[src/hw/rtl/anp_pkg.sv]
// ----------------------------------------------------------------------------
// anp_pkg
// Shared types, character codes and helpers for the ASCII number token parser.
// ----------------------------------------------------------------------------
`default_nettype none

package anp_pkg;

  // Default limit on numeric characters (sign, digits, point) in one token
  localparam int unsigned MaxNumericCharsDef = 16;

  localparam logic [7:0] ChPrintLo = 8'h20;
  localparam logic [7:0] ChPrintHi = 8'h7E;
  localparam logic [7:0] ChZero    = 8'h30;
  localparam logic [7:0] ChNine    = 8'h39;
  localparam logic [7:0] ChMinus   = 8'h2D;
  localparam logic [7:0] ChPoint   = 8'h2E;

  localparam logic [31:0] MagLimitPos = 32'h7FFF_FFFF;
  localparam logic [31:0] MagLimitNeg = 32'h8000_0000;

  typedef enum logic [1:0] {
    KIND_INT   = 2'd0,
    KIND_DEC   = 2'd1,
    KIND_TEXT  = 2'd2,
    KIND_EMPTY = 2'd3
  } token_kind_e;

  // Summary of the token collected so far
  typedef struct packed {
    logic [31:0] magnitude;
    logic        negative;
    logic [4:0]  frac_count;
    logic        has_numeric;
    logic        could_int;
    logic        could_dec;
    logic        saturated;
    logic [15:0] print_count;
  } token_sum_t;

  function automatic logic is_printable(input logic [7:0] b);
    return (b >= ChPrintLo) && (b <= ChPrintHi);
  endfunction

  function automatic logic is_digit(input logic [7:0] b);
    return (b >= ChZero) && (b <= ChNine);
  endfunction

endpackage

`default_nettype wire

[src/hw/rtl/anp_token_state.sv]
// ----------------------------------------------------------------------------
// anp_token_state
// Per-token state: classifies each byte and accumulates the decimal value.
// ----------------------------------------------------------------------------
`default_nettype none

module anp_token_state
  import anp_pkg::*;
#(
  parameter int unsigned MaxNumericChars = MaxNumericCharsDef
) (
  input  wire logic       clk_i,
  input  wire logic       rst_ni,
  input  wire logic       step_i,
  input  wire logic [7:0] byte_i,
  output token_sum_t      tok_o
);

  localparam int unsigned CntW = $clog2(MaxNumericChars + 1);

  logic [31:0]     mag_q, mag_d;
  logic            neg_q, neg_d;
  logic            point_q, point_d;
  logic [4:0]      frac_q, frac_d;
  logic [CntW-1:0] cnt_q, cnt_d;
  logic            cint_q, cint_d;
  logic            cdec_q, cdec_d;
  logic            sat_q, sat_d;
  logic [15:0]     pcnt_q, pcnt_d;

  logic        printable;
  logic        digit;
  logic        room;
  logic [3:0]  dval;
  logic [35:0] mag_x10;
  logic [35:0] limit;

  assign printable = is_printable(byte_i);
  assign digit     = is_digit(byte_i);
  assign room      = cnt_q < CntW'(MaxNumericChars);
  assign dval      = byte_i[3:0];
  assign limit     = {4'b0, (neg_q ? MagLimitNeg : MagLimitPos)};
  assign mag_x10   = {1'b0, mag_q, 3'b0} + {3'b0, mag_q, 1'b0} + {32'b0, dval};

  always_comb begin
    mag_d   = mag_q;
    neg_d   = neg_q;
    point_d = point_q;
    frac_d  = frac_q;
    cnt_d   = cnt_q;
    cint_d  = cint_q;
    cdec_d  = cdec_q;
    sat_d   = sat_q;
    pcnt_d  = pcnt_q;
    if (step_i) begin
      if (printable) begin
        if (room && digit) begin
          if (mag_x10 > limit) begin
            mag_d = limit[31:0];
            sat_d = 1'b1;
          end else begin
            mag_d = mag_x10[31:0];
          end
          if (point_q) frac_d = frac_q + 5'd1;
          cnt_d = cnt_q + CntW'(1);
        end else if (room && (cnt_q == '0) && (byte_i == ChMinus)) begin
          neg_d = 1'b1;
          cnt_d = cnt_q + CntW'(1);
        end else if (room && (byte_i == ChPoint) && !point_q) begin
          point_d = 1'b1;
          cint_d  = 1'b0;
          cnt_d   = cnt_q + CntW'(1);
        end else begin
          cint_d = 1'b0;
          cdec_d = 1'b0;
        end
        if (pcnt_q != 16'hFFFF) pcnt_d = pcnt_q + 16'd1;
      end else begin
        // terminator: the result is taken from the current state, then clear
        mag_d   = '0;
        neg_d   = 1'b0;
        point_d = 1'b0;
        frac_d  = '0;
        cnt_d   = '0;
        cint_d  = 1'b1;
        cdec_d  = 1'b1;
        sat_d   = 1'b0;
        pcnt_d  = '0;
      end
    end
  end

  always_ff @(posedge clk_i or negedge rst_ni) begin
    if (!rst_ni) begin
      mag_q   <= '0;
      neg_q   <= 1'b0;
      point_q <= 1'b0;
      frac_q  <= '0;
      cnt_q   <= '0;
      cint_q  <= 1'b1;
      cdec_q  <= 1'b1;
      sat_q   <= 1'b0;
      pcnt_q  <= '0;
    end else begin
      mag_q   <= mag_d;
      neg_q   <= neg_d;
      point_q <= point_d;
      frac_q  <= frac_d;
      cnt_q   <= cnt_d;
      cint_q  <= cint_d;
      cdec_q  <= cdec_d;
      sat_q   <= sat_d;
      pcnt_q  <= pcnt_d;
    end
  end

  always_comb begin
    tok_o.magnitude   = mag_q;
    tok_o.negative    = neg_q;
    tok_o.frac_count  = frac_q;
    tok_o.has_numeric = (cnt_q != '0);
    tok_o.could_int   = cint_q;
    tok_o.could_dec   = cdec_q;
    tok_o.saturated   = sat_q;
    tok_o.print_count = pcnt_q;
  end

endmodule

`default_nettype wire

[src/hw/rtl/ascii_number_token_parser.sv]
// ----------------------------------------------------------------------------
// ascii_number_token_parser
// Parses a byte stream into tokens and reports each as integer, decimal,
// text or empty, with a signed saturated mantissa and fraction digit count.
// ----------------------------------------------------------------------------
// Usage:
//   Input channel rx_byte_i / in_valid_i / in_ready_o takes one byte per
//   transfer. Printable bytes (0x20..0x7E) extend the current token and give
//   no result. Any other byte ends the token and produces one result on the
//   output channel out_valid_o / out_ready_i, with value
//   mantissa_o / 10^fraction_digits_o.
//   Throughput is one byte per cycle while in_ready_o is high: the per-byte
//   multiply-by-ten accumulate and flag update sit between the token state
//   registers and the input port. A result appears on the output register
//   in the cycle after its terminating byte is taken.
//   The output register holds while out_ready_i is low; the input then
//   stalls only while a held result is not being taken in the same cycle.
//   Reset empties the output register and returns the token state to an
//   empty token.
// ----------------------------------------------------------------------------
`default_nettype none

module ascii_number_token_parser
  import anp_pkg::*;
#(
  parameter int unsigned MaxNumericChars = MaxNumericCharsDef
) (
  input  wire logic               clk_i,
  input  wire logic               rst_ni,
  input  wire logic [7:0]         rx_byte_i,
  input  wire logic               in_valid_i,
  output logic                    in_ready_o,
  output logic                    out_valid_o,
  input  wire logic               out_ready_i,
  output logic [1:0]              token_kind_o,
  output logic signed [31:0]      mantissa_o,
  output logic [4:0]              fraction_digits_o,
  output logic                    overflow_o,
  output logic [15:0]             text_length_o
);

  token_sum_t  tok;
  logic        in_xfer;
  logic        term_xfer;
  logic        out_valid_q, out_valid_d;
  token_kind_e kind_q, kind_d;
  logic [31:0] mant_q, mant_d;
  logic [4:0]  frac_q, frac_d;
  logic        ovf_q, ovf_d;
  logic [15:0] tlen_q, tlen_d;

  assign in_ready_o = !out_valid_q || out_ready_i;
  assign in_xfer    = in_valid_i && in_ready_o;
  assign term_xfer  = in_xfer && !is_printable(rx_byte_i);

  anp_token_state #(
    .MaxNumericChars(MaxNumericChars)
  ) u_state (
    .clk_i  (clk_i),
    .rst_ni (rst_ni),
    .step_i (in_xfer),
    .byte_i (rx_byte_i),
    .tok_o  (tok)
  );

  always_comb begin
    if (tok.has_numeric && tok.could_int) begin
      kind_d = KIND_INT;
    end else if (tok.has_numeric && tok.could_dec) begin
      kind_d = KIND_DEC;
    end else if (tok.print_count != '0) begin
      kind_d = KIND_TEXT;
    end else begin
      kind_d = KIND_EMPTY;
    end
    mant_d = '0;
    frac_d = '0;
    ovf_d  = 1'b0;
    if ((kind_d == KIND_INT) || (kind_d == KIND_DEC)) begin
      mant_d = tok.negative ? (32'd0 - tok.magnitude) : tok.magnitude;
      ovf_d  = tok.saturated;
      if (kind_d == KIND_DEC) frac_d = tok.frac_count;
    end
    tlen_d = tok.print_count;
  end

  always_comb begin
    out_valid_d = out_valid_q;
    if (term_xfer) begin
      out_valid_d = 1'b1;
    end else if (out_ready_i) begin
      out_valid_d = 1'b0;
    end
  end

  always_ff @(posedge clk_i or negedge rst_ni) begin
    if (!rst_ni) begin
      out_valid_q <= 1'b0;
    end else begin
      out_valid_q <= out_valid_d;
    end
  end

  // payload loads only on a terminating transfer
  always_ff @(posedge clk_i) begin
    if (term_xfer) begin
      kind_q <= kind_d;
      mant_q <= mant_d;
      frac_q <= frac_d;
      ovf_q  <= ovf_d;
      tlen_q <= tlen_d;
    end
  end

  assign out_valid_o       = out_valid_q;
  assign token_kind_o      = kind_q;
  assign mantissa_o        = mant_q;
  assign fraction_digits_o = frac_q;
  assign overflow_o        = ovf_q;
  assign text_length_o     = tlen_q;

  a_term_gives_result : assert property (@(posedge clk_i) disable iff (!rst_ni)
    term_xfer |=> out_valid_o)
    else $error("terminating byte did not produce a result");

  a_non_numeric_zero : assert property (@(posedge clk_i) disable iff (!rst_ni)
    (out_valid_o && ((token_kind_o == KIND_TEXT) || (token_kind_o == KIND_EMPTY)))
      |-> (mantissa_o == '0 && fraction_digits_o == '0 && !overflow_o))
    else $error("text or empty token carries numeric fields");

  a_int_no_frac : assert property (@(posedge clk_i) disable iff (!rst_ni)
    (out_valid_o && (token_kind_o == KIND_INT)) |-> (fraction_digits_o == '0))
    else $error("integer token with fraction digits");

  a_empty_no_text : assert property (@(posedge clk_i) disable iff (!rst_ni)
    (out_valid_o && (token_kind_o == KIND_EMPTY)) |-> (text_length_o == '0))
    else $error("empty token with nonzero length");

endmodule

`default_nettype wire
[config.mk]
export PLATFORM = sky130hd
export DESIGN_NAME = ascii_number_token_parser
export DESIGN_NICKNAME = d
export VERILOG_FILES = /design/src/hw/rtl/anp_pkg.sv /design/src/hw/rtl/anp_token_state.sv /design/src/hw/rtl/ascii_number_token_parser.sv
export SDC_FILE = /design/constraint.sdc
export NUM_CORES = 1
export LEC_CHECK = 0
export ABC_AREA = 1
export BUFFER_PORTS_ARGS = -buffer_cell sky130_fd_sc_hd__buf_2
export CORE_MARGIN = 2
export CORE_UTILIZATION = 38
export CTS_CLUSTER_SIZE = 40
export DETAILED_ROUTE_END_ITERATION = 12
export PLACE_DENSITY_LB_ADDON = 0.25
export SYNTH_ARGS = -nofsm -noshare
export SYNTH_HDL_FRONTEND = slang
export SYNTH_SLANG_ARGS = --single-unit
export TNS_END_PERCENT = 50
[constraint.sdc]
create_clock -name clk_i -period 4.18 [get_ports clk_i]
set_input_delay 0.836 -clock clk_i [delete_from_list [all_inputs] [get_ports clk_i]]
set_output_delay 0.836 -clock clk_i [all_outputs]
set_load 0.01 [all_outputs]
* Word level (Yosys, flattened, before mapping)
Cells that the tools add are included.
Word-level totals: flip-flop bits (word level) 120, input bits 12
Cells by class: add/sub/neg operators 6, magnitude comparators 6, equality and inequality tests 14, mux-type cells 36, reductions and logical operators 31
Operators with widths (number):
- 32-bit 2-to-1 mux | 5
- 35-bit by 33-bit adder with 36-bit output | 1
- 36-bit by 4-bit adder with 36-bit output | 1
- 36-bit by 32-bit greater-than comparator with 1-bit output | 1
- 5-bit 2-to-1 mux | 7
- 16-bit 2-to-1 mux | 2
- 1-bit by 32-bit subtractor with 32-bit output, first input constant | 1
- 1-bit 2-to-1 mux | 20
- 16-bit by 1-bit adder with 16-bit output, second input constant | 1
- 8-bit by 6-bit == test with 1-bit output, second input constant | 2
- 8-bit by 6-bit >= comparator with 1-bit output, second input constant | 2
- 16-bit inequality test, second input constant | 1
- 2-bit inequality test, second input constant | 8
- 16-bit nonzero test | 1
- 3-bit AND reduction | 4
- 1-bit logical AND | 11
- 5-bit by 1-bit adder with 5-bit output, second input constant | 2
- 8-bit by 6-bit <= comparator with 1-bit output, second input constant | 1
- 8-bit by 7-bit <= comparator with 1-bit output, second input constant | 1
- 2-bit AND reduction | 4
- 4-bit AND reduction | 2
- 5-bit logical NOT | 1
- 5-bit < comparator, second input constant | 1
- 5-bit nonzero test | 1
- 8 further kinds | 12

* Depth between registers and ports, before layout
depth after elaboration 7, gate-level depth with buffers 30, gate-level depth less buffers 29

* Cells and area by module
From an unflattened synthesis, not the netlist that was laid out.
Second synthesis, totals: cells, all modules 1362, area, all modules 9794.4 um2
Modules (own cells, without submodules):
- anp_token_state | instances 1, cells each 994, area an instance 6760.2 um2
- ascii_number_token_parser | instances 1, cells each 368, area an instance 3034.2 um2

* Least setup slack after synthesis
OpenSTA, ideal clock, no wires.
path type input-to-reg, start in rx_byte_i[3], end reg u_state.mag_q[12], library setup time 0.118 ns, arrival time 4.074 ns, data required time 4.062 ns, setup slack -0.012 ns, stages on the path 20, buffers on the path 1, cell sequence fa_1 > fa_1 > nand3_1 > nand3_1 > nand2_1 > nand2_1 > a21oi_1 > xor2_1 > inv_1 > ha_1 > nand2_1 > nor2_1 > nand2_1 > nor4b_1 > nand2_1 > nand2_1 > clkbuf_1 > nand4_1 > nand3_1 > nand2_1
On the way: longest elaborated chain between the ends 5, elaborated cells between the ends (all ways) 14, those cells by class 1 x add/sub; 5 x order compare; 1 x eq/ne; 3 x mux; 4 x reduce/logical
Ends and longest elaborated chain:
- start, declared | RTL line ascii_number_token_parser.sv:30 | input wire logic [7:0] rx_byte_i,
- 36-bit by 4-bit adder with 36-bit output (tied with other cells) | RTL line anp_token_state.sv:43 | assign mag_x10 = {1'b0, mag_q, 3'b0} + {3'b0, mag_q, 1'b0} + {32'b0, dval};
- 36-bit by 32-bit greater-than comparator with 1-bit output / 1-bit logical AND (equally long branches) | RTL line anp_token_state.sv:58, anp_pkg.sv:46
- 32-bit 2-to-1 mux / 1-bit logical AND (equally long branches) | RTL line anp_token_state.sv:58, anp_token_state.sv:57
- 32-bit 2-to-1 mux / 2-bit inequality test (equally long branches)
- 32-bit 2-to-1 mux / 2-bit AND reduction (equally long branches)
- end signal, assigned | RTL line anp_token_state.sv:105 | mag_q <= mag_d;
- end, declared | RTL line anp_token_state.sv:21 | logic [31:0] mag_q, mag_d;
Several ways; a longest one is shown, not always the timed one. The select of a mux whose other input is x is not followed. A chain may end at the register's enable or synchronous reset.

* Worst setup path in the final report
start in rx_byte_i[3], end reg u_state.mag_q[27]
Same word-level chain as after synthesis.

==> results.toml <==
[routing]
met3WireLength_um = 1057
drtAntennaViolNets = 0
wl_per_cell_um = 15.20
vias = 9141
drt-total-wl_um = 27150
drt_first_iter_violations = 678
drcViolationCount = 0
topRoutingLayerUsed = "met4"
wl_met2_um = 12860
vias_per_cell = 5.118
wl_met1_um = 13000
first_pass_iters = 5

[die]
dieArea_sq_mm = 0.02615
die_h_um = 161.7
core_sq_mm = 0.02439
start_util = 0.3875
ioPinCount = 70
die_w_um = 161.7
rows = 57

[synth]
ys_seq_area_frac = 0.3476
synth_nets = 1399
synthFlopType = "dfrtp_1"
synth-async-reset-ratio = 0.5333
synth-compound-area-share = 0.09425
avgSynthCellArea_sq_um = 7.361
synth_top_family_by_area = "simple AND/OR/NAND/NOR gates"
synth_cells = 1284
synthDistinctLibCells = 45
synthesis.yosys.warnings = 0
syn_area_sq_mm = 0.009452
synthXorXnorAreaFrac = 0.02780
synth_fa_ha_area_frac = 0.1379
synth_edf_count = 56
synth_mux_area_frac = 0
ys_ff_latch = 120
yosys.area_share.simple = 0.3055

[timing]
rsz0062_at_grt = "true"
finalCritPeriodShare = 0.9674
fin_hold_ws_ns = 0.4783
tns_ns = 0
worst_slew_pin_slew_ns = 1.014
skew_ns = 0.01034
slew_headroom = 0.3242
clock.fmax_mhz = 247.3
setup_viol = 0
finalHoldViolations = 0
final_max_slew_viol_count = 0
min_period_ns = 4.044

[pwr]
p_comb_frac = 0.110
report.power.total_mw = 3.110
ir_drop_uv = 232.1
swShare = 0.2631
p_leak_nw = 6.403
seqPwrFrac = 0.423
p_int_mw = 2.291
power_switching_mw = 0.8181
power_density_mw_per_mm2 = 260.5
p_clk_frac = 0.467

[layout]
design_area_sq_mm = 0.01194
mostFrequentLayoutCell = "nand2_1"
antennaDiodeCount = 0
final_util = 0.4895
final_nets = 1564
drive_gt1_frac = 0.2182
most-common-layout-cells = "nand2_1, inv_1, nor2_1"
fillers = 2418
syn2layout_area_growth_pct = 26.32

[critical_path]
worstSetupEndpointType = "register"
worst_ep_required_time_ns = 4.49
setup.worst_path.start = "rx_byte_i[3]"
r2r-start = "u_state.mag_q[0]$_DFFE_PN0P_"
worst-r2r-cell-count = 27
r2r_end = "u_state.mag_q[27]$_DFFE_PN0P_"
arrival_ns = 4.35
crit_path_end = "u_state.mag_q[27]$_DFFE_PN0P_"
cp-start-kind = "primary input"
critPathKind = "in2reg"
path_max_fanout = 7
rrSetupSlack_ns = 0.16

[cts]
cts_tree = "built"
clk_path_buf_depth = 2
clk_pin_slew_worst_paths_ns = 0.06
clock-root-buffer = "clkbuf_16"
clk-insertion-delay-late_ns = 0.42
htreeDepth = 4
cts.sinks = 120
cts_buffers = 17
cts_hold_buf = 0

[hold_path]
hold_path_class = "reg2reg"
hold_start = "u_state.frac_q[4]$_DFFE_PN0P_"

[global_route]
grt_pass1_vias = 8550
grt_usage = 0.2073
grt_start_max_net_pins = 60
grt_overflow = 0
grt_antenna_before_repair = 0
grt_pass1_wl_um = 43620

[place]
portBuffers = 69
dpl_cell_area_sq_mm = 0.01072
place_congestion = 0.9041
dpl.hpwl_um = 20200

[flow_run]
drv_cap = 0

[run_status]
status = "finished clean"
-- through the flow --
stage               cells  worst slack (ns)
finish               1786            0.1361
global route         1786          -0.03802
CTS                  1774           0.02106
detailed placement   1734           -0.7532
global placement     1734           -0.7238
floorplan            1284          -0.01115
-- kinds of logic (layout without fill, tap and decap cells) --
logic type | after synthesis | after routing
compound gates | 163 | 163
simple gates | 661 | 664
fa+ha+maj | 103 | 103
xor+xnor | 30 | 30
flops | 120 | 120
buf+inv | 207 | 382
-- final cells by class --
cell class	instances	area, sq um	share of cell area
well taps	324	405.4	0.03396
clock buffers	20	478.0	0.04003
multi-input cells	960	5826	0.4879
flip-flops and latches	120	3291	0.2756
inverters	178	668.1	0.05596
repair buffers	172	1157	0.09694
clock inverters	12	113.9	0.009537
-- power by group through the flow --
| stage | Clock [mW] | Sequential, mW | Combinational, mW |
|---|---|---|---|
| finish | 1.45 | 1.32 | 0.342 |
| global route | 1.52 | 1.32 | 0.383 |
| CTS | 1.46 | 1.32 | 0.331 |
| detailed placement | 0 | 1.34 | 0.327 |
| global placement | 0 | 1.34 | 0.321 |
| floorplan | 0 | 1.35 | 0.179 |
-- what timing repair did --
item | CTS | global route
gates resized for setup | 13 | 88
setup endpoints to repair | 33 | 33
buffers inserted | 7 | 12
gates cloned | 1 | 2
pin swaps | 1 | 32
-- cell usage after synthesis, types with 3 or more instances --
| cell | number | share of area |
|---|---|---|
| clkbuf_1 | 13 | 0.0052 |
| or2_2 | 3 | 0.0020 |
| nand3b_1 | 4 | 0.0032 |
| nor4_1 | 7 | 0.0046 |
| o21a_1 | 3 | 0.0024 |
| inv_1 | 172 | 0.068 |
| nand3_1 | 77 | 0.041 |
| o31ai_1 | 9 | 0.0071 |
| a21oi_1 | 88 | 0.047 |
| ha_1 | 101 | 0.13 |
| xnor2_1 | 4 | 0.0037 |
| buf_2 | 11 | 0.0058 |
| buf_6 | 3 | 0.0036 |
| edfxtp_1 | 56 | 0.18 |
| dfrtp_1 | 62 | 0.16 |
| and3_1 | 4 | 0.0026 |
| nor2_2 | 6 | 0.0040 |
| nand2_2 | 5 | 0.0033 |
| nor3_1 | 34 | 0.018 |
| inv_2 | 5 | 0.0020 |
| nand4_1 | 46 | 0.030 |
| o21bai_1 | 5 | 0.0040 |
| xor2_1 | 26 | 0.024 |
| o21ai_0 | 48 | 0.025 |
| nand2_1 | 352 | 0.14 |
| nor2_4 | 3 | 0.0036 |
| nor2_1 | 112 | 0.044 |
-- flip-flops by register name (all words and copies together), names as in the netlist --
name	flops
u_state.mag_q	32
u_state.pcnt_q	16
token_kind_o	2
u_state.neg_q	1
out_valid_o	1
fraction_digits_o	5
overflow_o	1
u_state.cdec_q	1
u_state.sat_q	1
u_state.cnt_q	5
text_length_o	16
u_state.cint_q	1
mantissa_o	32
u_state.point_q	1
u_state.frac_q	5
-- worst max-delay path, cell delays in order --
cell and delay, ns:
buf_4 0.13, fa_2 0.46, fa_2 0.40, buf_4 0.16, nand2_1 0.07, nand3_2 0.13
nand2_1 0.12, nand2_2 0.10, buf_4 0.16, xor2_2 0.16, ha_1 0.28, nand2_1 0.08
nor2_4 0.13, nand2_4 0.08, nor2_2 0.07, nand2_1 0.05, nand3_1 0.09, nand2_1 0.05
nand2_1 0.06, nand2_1 0.04, nand2_1 0.07, nand2_2 0.10, nand3_4 0.20, nand2_4 0.15
nand3_1 0.12, nand2_1 0.05
-- layer usage --
| metal | GRT usage | vias to the layer above |
|---|---|---|
| li1 | - | 4601 |
| met1 | 0.2941 | 4308 |
| met2 | 0.3442 | 212 |
| met3 | 0.02273 | 20 |
| met4 | 0.04304 | 0 |
| met5 | 0 | - |
-- worst min-delay path by stage --
stage / to / slack [ns] / cells after the start
floorplan: text_length_o[6]$_DFFE_PP_ / 0.42 / 0
global placement: u_state.frac_q[4]$_DFFE_PN0P_ / 0.45 / 1
detailed placement: u_state.frac_q[4]$_DFFE_PN0P_ / 0.46 / 1
CTS: u_state.frac_q[4]$_DFFE_PN0P_ / 0.48 / 1
global route: u_state.frac_q[4]$_DFFE_PN0P_ / 0.49 / 1
finish: u_state.frac_q[4]$_DFFE_PN0P_ / 0.48 / 1
Note: power is estimated with default switching activity, not from simulation.
